==> config.mk <==
export PLATFORM = sky130hd
export DESIGN_NAME = sha1_stream_hasher
export DESIGN_NICKNAME = d
export VERILOG_FILES = /design/src/hdl/sha1sh_pkg.sv /design/src/hdl/sha1_stream_hasher.sv /design/src/hdl/sha1sh_datapath.sv /design/src/hdl/sha1sh_ctrl.sv
export SDC_FILE = /design/constraint.sdc
export NUM_CORES = 2
export LEC_CHECK = 0
export ABC_CLOCK_PERIOD_IN_PS = 9200
export BUFFER_PORTS_ARGS = -buffer_cell sky130_fd_sc_hd__buf_2
export CAP_MARGIN = 40
export CORE_MARGIN = 2
export CORE_UTILIZATION = 30
export CTS_CLUSTER_SIZE = 40
export DETAILED_ROUTE_END_ITERATION = 10
export PLACE_DENSITY = 0.49
export SLEW_MARGIN = 20
export SYNTH_ARGS = -nofsm -noshare
export SYNTH_HDL_FRONTEND = slang
export SYNTH_SLANG_ARGS = --single-unit
==> constraint.sdc <==
create_clock -name clock -period 9.2 [get_ports clock]
set_input_delay 0.46 -clock clock [delete_from_list [all_inputs] [get_ports clock]]
set_output_delay 0.46 -clock clock [all_outputs]
set_load 0.02 [all_outputs]
==> src/hdl/sha1sh_pkg.sv <==
`timescale 1ns / 1ps

package sha1sh_pkg;

   localparam int WORD_W        = 32;
   localparam int BLOCK_WORDS   = 16;
   localparam int CHAIN_WORDS   = 5;
   localparam int TOTAL_W       = 61;
   localparam int ROUND_W       = 7;
   localparam int IDX_W         = 3;

   localparam logic [ROUND_W-1:0] ROUND_LAST   = 7'd79;
   localparam logic [ROUND_W-1:0] ROUND_PHASE1 = 7'd20;
   localparam logic [ROUND_W-1:0] ROUND_PHASE2 = 7'd40;
   localparam logic [ROUND_W-1:0] ROUND_PHASE3 = 7'd60;

   localparam logic [IDX_W-1:0] LAST_WORD_IDX = 3'd4;

   localparam logic [5:0] POS_LAST     = 6'd63;
   localparam logic [5:0] POS_PAD_OVER = 6'd56;

   localparam logic [7:0] PAD_BYTE = 8'h80;

   localparam logic [WORD_W-1:0] K_0 = 32'h5A827999;
   localparam logic [WORD_W-1:0] K_1 = 32'h6ED9EBA1;
   localparam logic [WORD_W-1:0] K_2 = 32'h8F1BBCDC;
   localparam logic [WORD_W-1:0] K_3 = 32'hCA62C1D6;

   localparam logic [WORD_W-1:0] INIT_CHAIN [CHAIN_WORDS] = '{
      32'h67452301, 32'hEFCDAB89, 32'h98BADCFE, 32'h10325476, 32'hC3D2E1F0
   };

   typedef struct packed {
      logic [7:0] data_byte;
      logic       byte_present;
      logic       last_byte;
   } req_type;

   typedef struct packed {
      logic [WORD_W-1:0] digest_word;
      logic [IDX_W-1:0]  word_index;
      logic              final_word;
   } rsp_type;

   // Commands from the controller to the datapath.
   typedef struct packed {
      logic             byte_wr;
      logic             comp_start;
      logic             round_en;
      logic             chain_add;
      logic             pad;
      logic             len_wr;
      logic             buf_clear;
      logic             emit_done;
      logic [IDX_W-1:0] emit_idx;
   } cmd_type;

   // Status from the datapath to the controller.
   typedef struct packed {
      logic pos_last;
      logic pad_over;
      logic round_last;
   } sts_type;

endpackage

==> src/hdl/sha1_stream_hasher.sv <==
`timescale 1ns / 1ps

// SHA-1 hasher over a byte stream.
// Each req_ word may carry one message byte (byte_present) and may close the
// message (last_byte); a word with only last_byte closes the message without
// adding a byte. The five 32-bit words of the 160-bit digest leave on the
// rsp_ channel, most significant first, with word_index 0..4 and final_word
// on the last one.
// A byte word that does not complete a 64-byte block is taken while req_ready
// stays high. A byte that completes a block starts the compression: 80 rounds
// at one round per cycle, then the update of the chaining words, before the
// next word is taken. At the end of a message the padding adds one more
// compression (two when 56 or more bytes of the last block are used), each
// followed by the chaining update; rsp_valid rises when the last is done,
// after the compression of the block that the closing word completes, if it
// does. The digest words are then shown one per cycle
// while rsp_ready is high. req_ready stays low until the fifth digest word
// is taken; a stalled receiver holds the block with the current word on the
// port. Reset loads the initial chaining values and clears the byte count;
// the block accepts words in the cycle after reset is released.

module sha1_stream_hasher
   import sha1sh_pkg::*;
(
   input  logic    clock,
   input  logic    reset,
   input  logic    req_valid,
   output logic    req_ready,
   input  req_type req_data,
   output logic    rsp_valid,
   input  logic    rsp_ready,
   output rsp_type rsp_data
);

   cmd_type           cmd;
   sts_type           sts;
   logic [WORD_W-1:0] digest_word;

   sha1sh_ctrl u_ctrl (
      .clock     (clock),
      .reset     (reset),
      .req_valid (req_valid),
      .req_data  (req_data),
      .req_ready (req_ready),
      .rsp_valid (rsp_valid),
      .rsp_ready (rsp_ready),
      .sts       (sts),
      .cmd       (cmd)
   );

   sha1sh_datapath u_datapath (
      .clock       (clock),
      .reset       (reset),
      .data_byte   (req_data.data_byte),
      .cmd         (cmd),
      .sts         (sts),
      .digest_word (digest_word)
   );

   assign rsp_data.digest_word = digest_word;
   assign rsp_data.word_index  = cmd.emit_idx;
   assign rsp_data.final_word  = (cmd.emit_idx == LAST_WORD_IDX);

endmodule

==> src/hdl/sha1sh_datapath.sv <==
`timescale 1ns / 1ps

module sha1sh_datapath
   import sha1sh_pkg::*;
(
   input  logic              clock,
   input  logic              reset,
   input  logic [7:0]        data_byte,
   input  cmd_type           cmd,
   output sts_type           sts,
   output logic [WORD_W-1:0] digest_word
);

   logic [WORD_W-1:0]  w_ff     [BLOCK_WORDS];
   logic [WORD_W-1:0]  w_in     [BLOCK_WORDS];
   logic [WORD_W-1:0]  chain_ff [CHAIN_WORDS];
   logic [WORD_W-1:0]  chain_in [CHAIN_WORDS];
   logic [WORD_W-1:0]  work_ff  [CHAIN_WORDS];
   logic [WORD_W-1:0]  work_in  [CHAIN_WORDS];
   logic [TOTAL_W-1:0] total_ff;
   logic [TOTAL_W-1:0] total_in;
   logic [ROUND_W-1:0] round_ff;
   logic [ROUND_W-1:0] round_in;

   logic [5:0]        pos;
   logic [WORD_W-1:0] sched_new;
   logic [WORD_W-1:0] f_val;
   logic [WORD_W-1:0] k_val;
   logic [WORD_W-1:0] temp;

   assign pos = total_ff[5:0];

   assign sts.pos_last   = (pos == POS_LAST);
   assign sts.pad_over   = (pos >= POS_PAD_OVER);
   assign sts.round_last = (round_ff == ROUND_LAST);

   assign digest_word = chain_ff[cmd.emit_idx];

   // The buffer doubles as the rolling 16-word message schedule window.
   assign sched_new = {w_ff[13][WORD_W-2:0] ^ w_ff[8][WORD_W-2:0]
                       ^ w_ff[2][WORD_W-2:0] ^ w_ff[0][WORD_W-2:0],
                       w_ff[13][WORD_W-1] ^ w_ff[8][WORD_W-1]
                       ^ w_ff[2][WORD_W-1] ^ w_ff[0][WORD_W-1]};

   always_comb begin
      if (round_ff < ROUND_PHASE1) begin
         f_val = (work_ff[1] & work_ff[2]) | (~work_ff[1] & work_ff[3]);
         k_val = K_0;
      end else if (round_ff < ROUND_PHASE2) begin
         f_val = work_ff[1] ^ work_ff[2] ^ work_ff[3];
         k_val = K_1;
      end else if (round_ff < ROUND_PHASE3) begin
         f_val = (work_ff[1] & work_ff[2]) | (work_ff[1] & work_ff[3])
               | (work_ff[2] & work_ff[3]);
         k_val = K_2;
      end else begin
         f_val = work_ff[1] ^ work_ff[2] ^ work_ff[3];
         k_val = K_3;
      end
   end

   assign temp = {work_ff[0][WORD_W-6:0], work_ff[0][WORD_W-1:WORD_W-5]}
               + f_val + work_ff[4] + k_val + w_ff[0];

   always_comb begin
      w_in = w_ff;
      if (cmd.round_en) begin
         for (int i = 0; i < BLOCK_WORDS - 1; i++) begin
            w_in[i] = w_ff[i+1];
         end
         w_in[BLOCK_WORDS-1] = sched_new;
      end
      if (cmd.byte_wr) begin
         w_in[pos[5:2]][{~pos[1:0], 3'b000} +: 8] = data_byte;
      end
      if (cmd.pad) begin
         // The end marker goes at the current position, zeros fill the rest.
         for (int i = 0; i < BLOCK_WORDS; i++) begin
            for (int j = 0; j < 4; j++) begin
               if (6'(4 * i + j) == pos) begin
                  w_in[i][WORD_W-1-8*j -: 8] = PAD_BYTE;
               end else if (6'(4 * i + j) > pos) begin
                  w_in[i][WORD_W-1-8*j -: 8] = 8'h00;
               end
            end
         end
      end
      if (cmd.buf_clear) begin
         for (int i = 0; i < BLOCK_WORDS; i++) begin
            w_in[i] = '0;
         end
      end
      if (cmd.len_wr) begin
         w_in[BLOCK_WORDS-2] = total_ff[TOTAL_W-1:TOTAL_W-WORD_W];
         w_in[BLOCK_WORDS-1] = {total_ff[TOTAL_W-WORD_W-1:0], 3'b000};
      end
   end

   always_comb begin
      work_in = work_ff;
      if (cmd.comp_start) begin
         work_in = chain_ff;
      end else if (cmd.round_en) begin
         work_in[4] = work_ff[3];
         work_in[3] = work_ff[2];
         work_in[2] = {work_ff[1][1:0], work_ff[1][WORD_W-1:2]};
         work_in[1] = work_ff[0];
         work_in[0] = temp;
      end
   end

   always_comb begin
      chain_in = chain_ff;
      total_in = total_ff;
      round_in = round_ff;
      if (cmd.chain_add) begin
         for (int i = 0; i < CHAIN_WORDS; i++) begin
            chain_in[i] = chain_ff[i] + work_ff[i];
         end
      end
      if (cmd.byte_wr) begin
         total_in = total_ff + TOTAL_W'(1);
      end
      if (cmd.emit_done) begin
         chain_in = INIT_CHAIN;
         total_in = '0;
      end
      if (cmd.comp_start) begin
         round_in = '0;
      end else if (cmd.round_en) begin
         round_in = round_ff + ROUND_W'(1);
      end
   end

   always_ff @(posedge clock) begin
      if (reset) begin
         chain_ff <= INIT_CHAIN;
         total_ff <= '0;
         round_ff <= '0;
      end else begin
         chain_ff <= chain_in;
         total_ff <= total_in;
         round_ff <= round_in;
      end
   end

   always_ff @(posedge clock) begin
      w_ff    <= w_in;
      work_ff <= work_in;
   end

endmodule

==> src/hdl/sha1sh_ctrl.sv <==
`timescale 1ns / 1ps

module sha1sh_ctrl
   import sha1sh_pkg::*;
(
   input  logic    clock,
   input  logic    reset,
   input  logic    req_valid,
   input  req_type req_data,
   output logic    req_ready,
   output logic    rsp_valid,
   input  logic    rsp_ready,
   input  sts_type sts,
   output cmd_type cmd
);

   typedef enum logic [2:0] {
      S_IDLE,
      S_ROUND,
      S_ADD,
      S_PAD,
      S_LEN,
      S_EMIT
   } state_type;

   // What follows the current compression.
   typedef enum logic [1:0] {
      N_IDLE,
      N_PAD,
      N_LEN,
      N_EMIT
   } next_type;

   state_type        state_ff, state_in;
   next_type         next_ff, next_in;
   logic [IDX_W-1:0] idx_ff, idx_in;

   assign req_ready = (state_ff == S_IDLE);
   assign rsp_valid = (state_ff == S_EMIT);

   always_comb begin
      state_in = state_ff;
      next_in  = next_ff;
      idx_in   = idx_ff;
      cmd      = '0;
      cmd.emit_idx = idx_ff;
      unique case (state_ff)
         S_IDLE: begin
            if (req_valid) begin
               cmd.byte_wr = req_data.byte_present;
               if (req_data.byte_present && sts.pos_last) begin
                  cmd.comp_start = 1'b1;
                  state_in = S_ROUND;
                  next_in  = req_data.last_byte ? N_PAD : N_IDLE;
               end else if (req_data.last_byte) begin
                  state_in = S_PAD;
               end
            end
         end
         S_ROUND: begin
            cmd.round_en = 1'b1;
            if (sts.round_last) begin
               state_in = S_ADD;
            end
         end
         S_ADD: begin
            cmd.chain_add = 1'b1;
            unique case (next_ff)
               N_IDLE: state_in = S_IDLE;
               N_PAD:  state_in = S_PAD;
               N_LEN:  state_in = S_LEN;
               N_EMIT: begin
                  state_in = S_EMIT;
                  idx_in   = '0;
               end
               default: state_in = S_IDLE;
            endcase
         end
         S_PAD: begin
            // Without room for the length, the padded block goes out first.
            cmd.pad        = 1'b1;
            cmd.comp_start = 1'b1;
            cmd.len_wr     = !sts.pad_over;
            next_in        = sts.pad_over ? N_LEN : N_EMIT;
            state_in       = S_ROUND;
         end
         S_LEN: begin
            cmd.buf_clear  = 1'b1;
            cmd.len_wr     = 1'b1;
            cmd.comp_start = 1'b1;
            next_in        = N_EMIT;
            state_in       = S_ROUND;
         end
         S_EMIT: begin
            if (rsp_ready) begin
               if (idx_ff == LAST_WORD_IDX) begin
                  cmd.emit_done = 1'b1;
                  state_in = S_IDLE;
               end else begin
                  idx_in = idx_ff + IDX_W'(1);
               end
            end
         end
         default: state_in = S_IDLE;
      endcase
   end

   always_ff @(posedge clock) begin
      if (reset) begin
         state_ff <= S_IDLE;
         next_ff  <= N_IDLE;
         idx_ff   <= '0;
      end else begin
         state_ff <= state_in;
         next_ff  <= next_in;
         idx_ff   <= idx_in;
      end
   end

endmodule
; ---- Word level (Yosys, flattened, before mapping)
; Cells that the tools add are included.
[word_totals]
in_bits = 14
elab_cells = 411
reg_bits = 908
[op_classes]
mux = 176
n_eq_ne = 82
magnitude_cmp = 71
reduce_logical = 16
bitwise_logic = 19
n_addsub = 13
n_shift = 2
[ops]
columns = operator, n
row1 = $mux W512, 3
row2 = $mux W8, 128
row3 = $bwmux W512, 1
row4 = $mux W160, 2
row5 = $add A32 B32 Y32, 9
row6 = $mux W32, 8
row7 = $eq A6 B6 Y1 const A, 32
row8 = $gt A6 B6 Y1 const A, 32
row9 = $and A32 B32 Y32, 4
row10 = $demux W32 S4, 1
row11 = $mux W64, 2
row12 = $bmux W32 S3, 1
row13 = $eq A5 B6 Y1 const A, 16
row14 = $gt A5 B6 Y1 const A, 16
row15 = $or A32 B32 Y32, 3
row16 = $xor A31 B31 Y31, 3
row17 = $xor A32 B32 Y32, 2
row18 = $add A61 B1 Y61 const B, 1
row19 = $eq A4 B6 Y1 const A, 8
row20 = $gt A4 B6 Y1 const A, 8
row21 = $not A32 Y32, 1
row22 = $shift A8 B7 Y32 const A, 1
row23 = $shiftx A8 B7 Y32, 1
row24 = $mux W31, 1
row25 = other kinds (48), 95

; ---- Logic depth before layout (Yosys ltp)
[logic_depth]
ltp_word = 12
depth_mapped = 28
mapped_depth_nobuf = 26

; ---- Hierarchy
; Synthesis repeated with hierarchy kept, for this count alone.
[unflattened]
hier_cells = 6166
hier_area_um2 = 55299.3
[modules_own_cells]
columns = mod, n_inst, area_each_um2, cells_each
row1 = sha1sh_datapath, 1, 54671.2, 6094
row2 = sha1sh_ctrl, 1, 615.6, 71
row3 = sha1_stream_hasher, 1, 12.5, 1

; ---- Least setup slack after synthesis
; No wires, ideal clock.
[synth_path]
path_type = register -> register
start = reg u_ctrl.state_ff[2]
end = reg u_datapath.work_ff[0] (netlist bit) (enable)
required_ns = 8.674
setup_time_ns = 0.526
path_stages_with_launch = 11
path_buffers = 4
slack_ns = 3.133
synth_period_minus_slack_ns = 6.067
arrival_ns = 5.541
cell_sequence = dfxtp_1 buf_6 nor3_4 and3_1 buf_2 nand2_1 nor2_1 nor2_1 clkbuf_1 buf_1 nand2_1
[synth_lines]
columns = element, line_no
row1 = from (decl), sha1sh_ctrl.sv:34  ; state_type state_ff, state_in;
row2 = from (signal assigned), sha1sh_ctrl.sv:114  ; state_ff <= state_in;
row3 = $logic_not A3 Y1, n/a
row4 = net req_ready, sha1_stream_hasher.sv:28  ; output logic req_ready,
row5 = $pmux W1 S2, sha1sh_ctrl.sv:47  ; unique case (state_ff)
row6 = $reduce_bool A2 Y1 (no source line), n/a
row7 = to (signal assigned), sha1sh_datapath.sv:149  ; work_ff <= work_in;
row8 = to (decl), sha1sh_datapath.sv:18  ; logic [WORD_W-1:0] work_ff [CHAIN_WORDS];
; The timed path passes the listed nets, and every way through them passes these cells.
; A chain may end at the register's enable or synchronous reset.

==> results.yml <==
global_route:
  overflow: 0
  grtUsageTotal_pct: 21.5
  antenna_found_initial: 7
  grt_start_max_net_pins: 192
  grt_pass1_wl_um: 311000
  grt_pass1_vias: 48328
floorplan:
  coreArea_mm2: 0.183
  start_util_pct: 30.2
  rows: 157
  die_area_mm2: 0.188
  die-width_um: 434
  num_io_pins: 52
  die_y_um: 434
yosys:
  synth_top_area_share_pct: 27.0
  netlist_area_mm2: 0.0554
  yosys_warnings: 0
  synth_area_per_cell_um2: 7.54
  yosysUniqueCellTypes: 94
  synthTopCellsByCount: "1860 x nand2_1, 748 x dfxtp_1, 727 x nor2_1, 650 x o21ai_0, 521 x nand3_1"
  synthArstFlopShare_pct: 0
  ys_seq_area_share_pct: 35.7
  ys_ff_latch: 908
  yosysTopAreaCell: "dfxtp_1"
  syn-num-nets: 7718
  syn-instance-count: 7352
  ys.flop_type: "dfxtp_1"
  synth_edf_count: 160
  yosysMostFrequentCell: "nand2_1"
  synthTopCellsByArea: "dfxtp_1 27%, nand2_1 13%, edfxtp_1 8.7%"
timing:
  min_period_over_period_pct: 81.4
  hold_viol_final: 0
  whs_ns: 0.0688
  slew_violations: 0
  rsz0062_at_grt: "no"
  min_period_ns: 7.49
  fmax_ghz: 0.133
  skew_ns: 0.0601
  timing.setup.tns_ns: 0
  worstMarginPinSlew_ns: 1.05
  setup_violations: 0
  slew-limit-headroom_pct: 29.8
cells_and_area:
  nNetsFinal: 7546
  final_layout_size_suffix_gt1_share_pct: 6.09
  syn_to_final_growth_pct: 12.2
  nFillCells: 19387
place:
  gp_congestion: 0.894
  portBuffers: 51
  dp_hpwl_um: 148000
route:
  ant_nets: 0
  viasPerCell: 5.30
  num_vias: 51611
  top_layer: "met5"
  drt-met1-wl_um: 93800
  wl_um: 207000
  wl_per_cell_um: 21.2
  met2WireLength_um: 95200
  drt-initial-drc-count: 4516
  drc_errors: 0
  wl_met3_um: 11300
  dr.pass1.iters: 6
critical_path:
  end_kind: "register"
  rr_worst_depth: 27
  path_max_fanout: 35
  critPathKind: "reg2reg"
  r2r_setup_slack_ns: 1.71
  r2r_start: "u_datapath.round_ff[4]"
  worstReg2RegEnd: "u_datapath.work_ff[159]"
  cp.required_ns: 9.81
  startpoint: "u_datapath.round_ff[4]"
  critPathArrivalTime_ns: 8.10
  startpoint_type: "register"
power:
  p_per_area_mw_per_mm2: 494
  peakVddDrop_v: 0.000432
  leakage_nw: 26.3
hold_path:
  whs_path_depth: 3
  hold_end: "u_ctrl.next_ff[0]"
  hp-class: "in2reg"
  min_from: "req_data[0]"
clock_tree:
  ctsHoldBuffers: 0
  post_cts_resize_count: 0
  clkSinkCount: 908
  clock_path_buffers: 3
  cts_setup_buffers: 0
  h-tree-depth: 3
  root_buffer: "clkbuf_16"
  cts_buffers: 107
  clk_pin_slew_ns: 0.06
  cts_tree: "built"
  insertion_delay_ns: 0.79
run_status:
  outcome: "complete, no violations"
flow_run:
  maxCapViolations: 0
cell families (layout without fill, tap and decap cells):
| family | after synthesis | after routing | synth area share [%] |
|---|---|---|---|
| other | 0 | 2 | 0 |
| DFF | 908 | 908 | 35.7 |
| buffers and inverters | 693 | 616 | 4.75 |
| xor gates and xnor gates | 292 | 292 | 4.62 |
| and+or+nand+nor | 3481 | 3481 | 26.6 |
| AOI/OAI and AO/OA | 1564 | 1564 | 16.8 |
| muxes | 62 | 62 | 1.86 |
| adders and majority gates | 352 | 352 | 9.63 |
flip-flops by register name, indices dropped and copies added, names as in the netlist:
| signal | count |
|---|---|
| u_datapath.w_ff | 512 |
| u_datapath.chain_ff | 160 |
| u_datapath.work_ff | 160 |
| u_datapath.total_ff | 61 |
| u_datapath.round_ff | 7 |
| u_ctrl.idx_ff | 3 |
| u_ctrl.state_ff | 3 |
| u_ctrl.next_ff | 2 |
power breakdown:
| group | switching, mW | internal [mW] |
|---|---|---|
| clock network | 1.95 | 2.76 |
| logic | 11.0 | 7.16 |
| registers | 1.65 | 6.13 |
worst max-delay path by stage:
| stage | slack, ns | to | cells past startpoint |
|---|---|---|---|
| finish | 1.71 | u_datapath.work_ff[159] | 27 |
| global route | 1.09 | u_datapath.work_ff[159] | 27 |
| CTS | 1.62 | u_datapath.work_ff[159] | 27 |
| detailed placement | 1.66 | u_datapath.work_ff[159] | 27 |
| global placement | 1.75 | u_datapath.work_ff[159] | 27 |
| floorplan | 3.13 | u_datapath.work_ff[0] | 10 |
layer usage:
layer | up-vias | GRT usage (%)
met4 | 6 | 6.44
met1 | 25110 | 29.4
met2 | 1503 | 35.1
li1 | 24654 | -
met3 | 338 | 2.86
met5 | - | 0
critical path, stage by stage, from the launching register on:
cell and delay [ns]:
dfxtp_1 0.38, a41oi_1 0.55, inv_1 0.33, nor2_1 0.29
clkinv_1 0.09, buf_4 0.26, nand2_1 0.47, nor2_1 0.08
a211oi_1 0.37, fa_1 0.46, inv_1 0.09, fa_1 0.42
fa_1 0.55, inv_1 0.05, ha_1 0.22, inv_1 0.08
fa_1 0.21, nor2b_1 0.06, o21ai_1 0.14, a21boi_0 0.16
o311ai_1 0.52, a21oi_1 0.21, o211ai_1 0.34, o211ai_1 0.12
a21oi_1 0.26, a21oi_1 0.12, or3_1 0.32, a31oi_1 0.17
placed cells by master (no fill, tap or decap), types with 58 or more instances in the layout:
cell type and n:
nor2_1 726, buf_4 80, clkbuf_16 112, inv_1 247, a21o_1 80, edfxtp_1 160, dfxtp_1 745, xnor2_1 190
nand2_1 1856, ha_1 228, nor3_1 58, nor2b_1 61, xor2_1 102, a211oi_1 75, o211ai_1 111, a21oi_1 377
o21ai_0 650, nand3_1 521, fa_1 124
final cells by class:
class,instances,area [um^2],area share [%]
Antenna cell,2,5.00,0.00805
Clock buffer,148,3090,4.97
Clock inverter,56,774,1.25
Inverter,249,935,1.50
Multi-Input combinational cell,5751,33100,53.3
Sequential cell,908,19800,31.8
Tap cell,2464,3080,4.96
Timing Repair Buffer,163,1380,2.22
stage by stage:
stage	std cells	util (%)	worst slack (ns)	cell area, um^2	power, mW
after floorplan	7352	-	3.13	55400	20.8
after global routing	9740	33.9	1.09	62100	33.4
after CTS	9734	33.9	1.62	62100	30.7
final	9741	33.9	1.71	62100	30.7
after global placement	9498	31.5	1.75	57700	25.6
after detailed placement	9530	31.8	1.66	58200	25.9
Power figures use the tool's default switching activity.
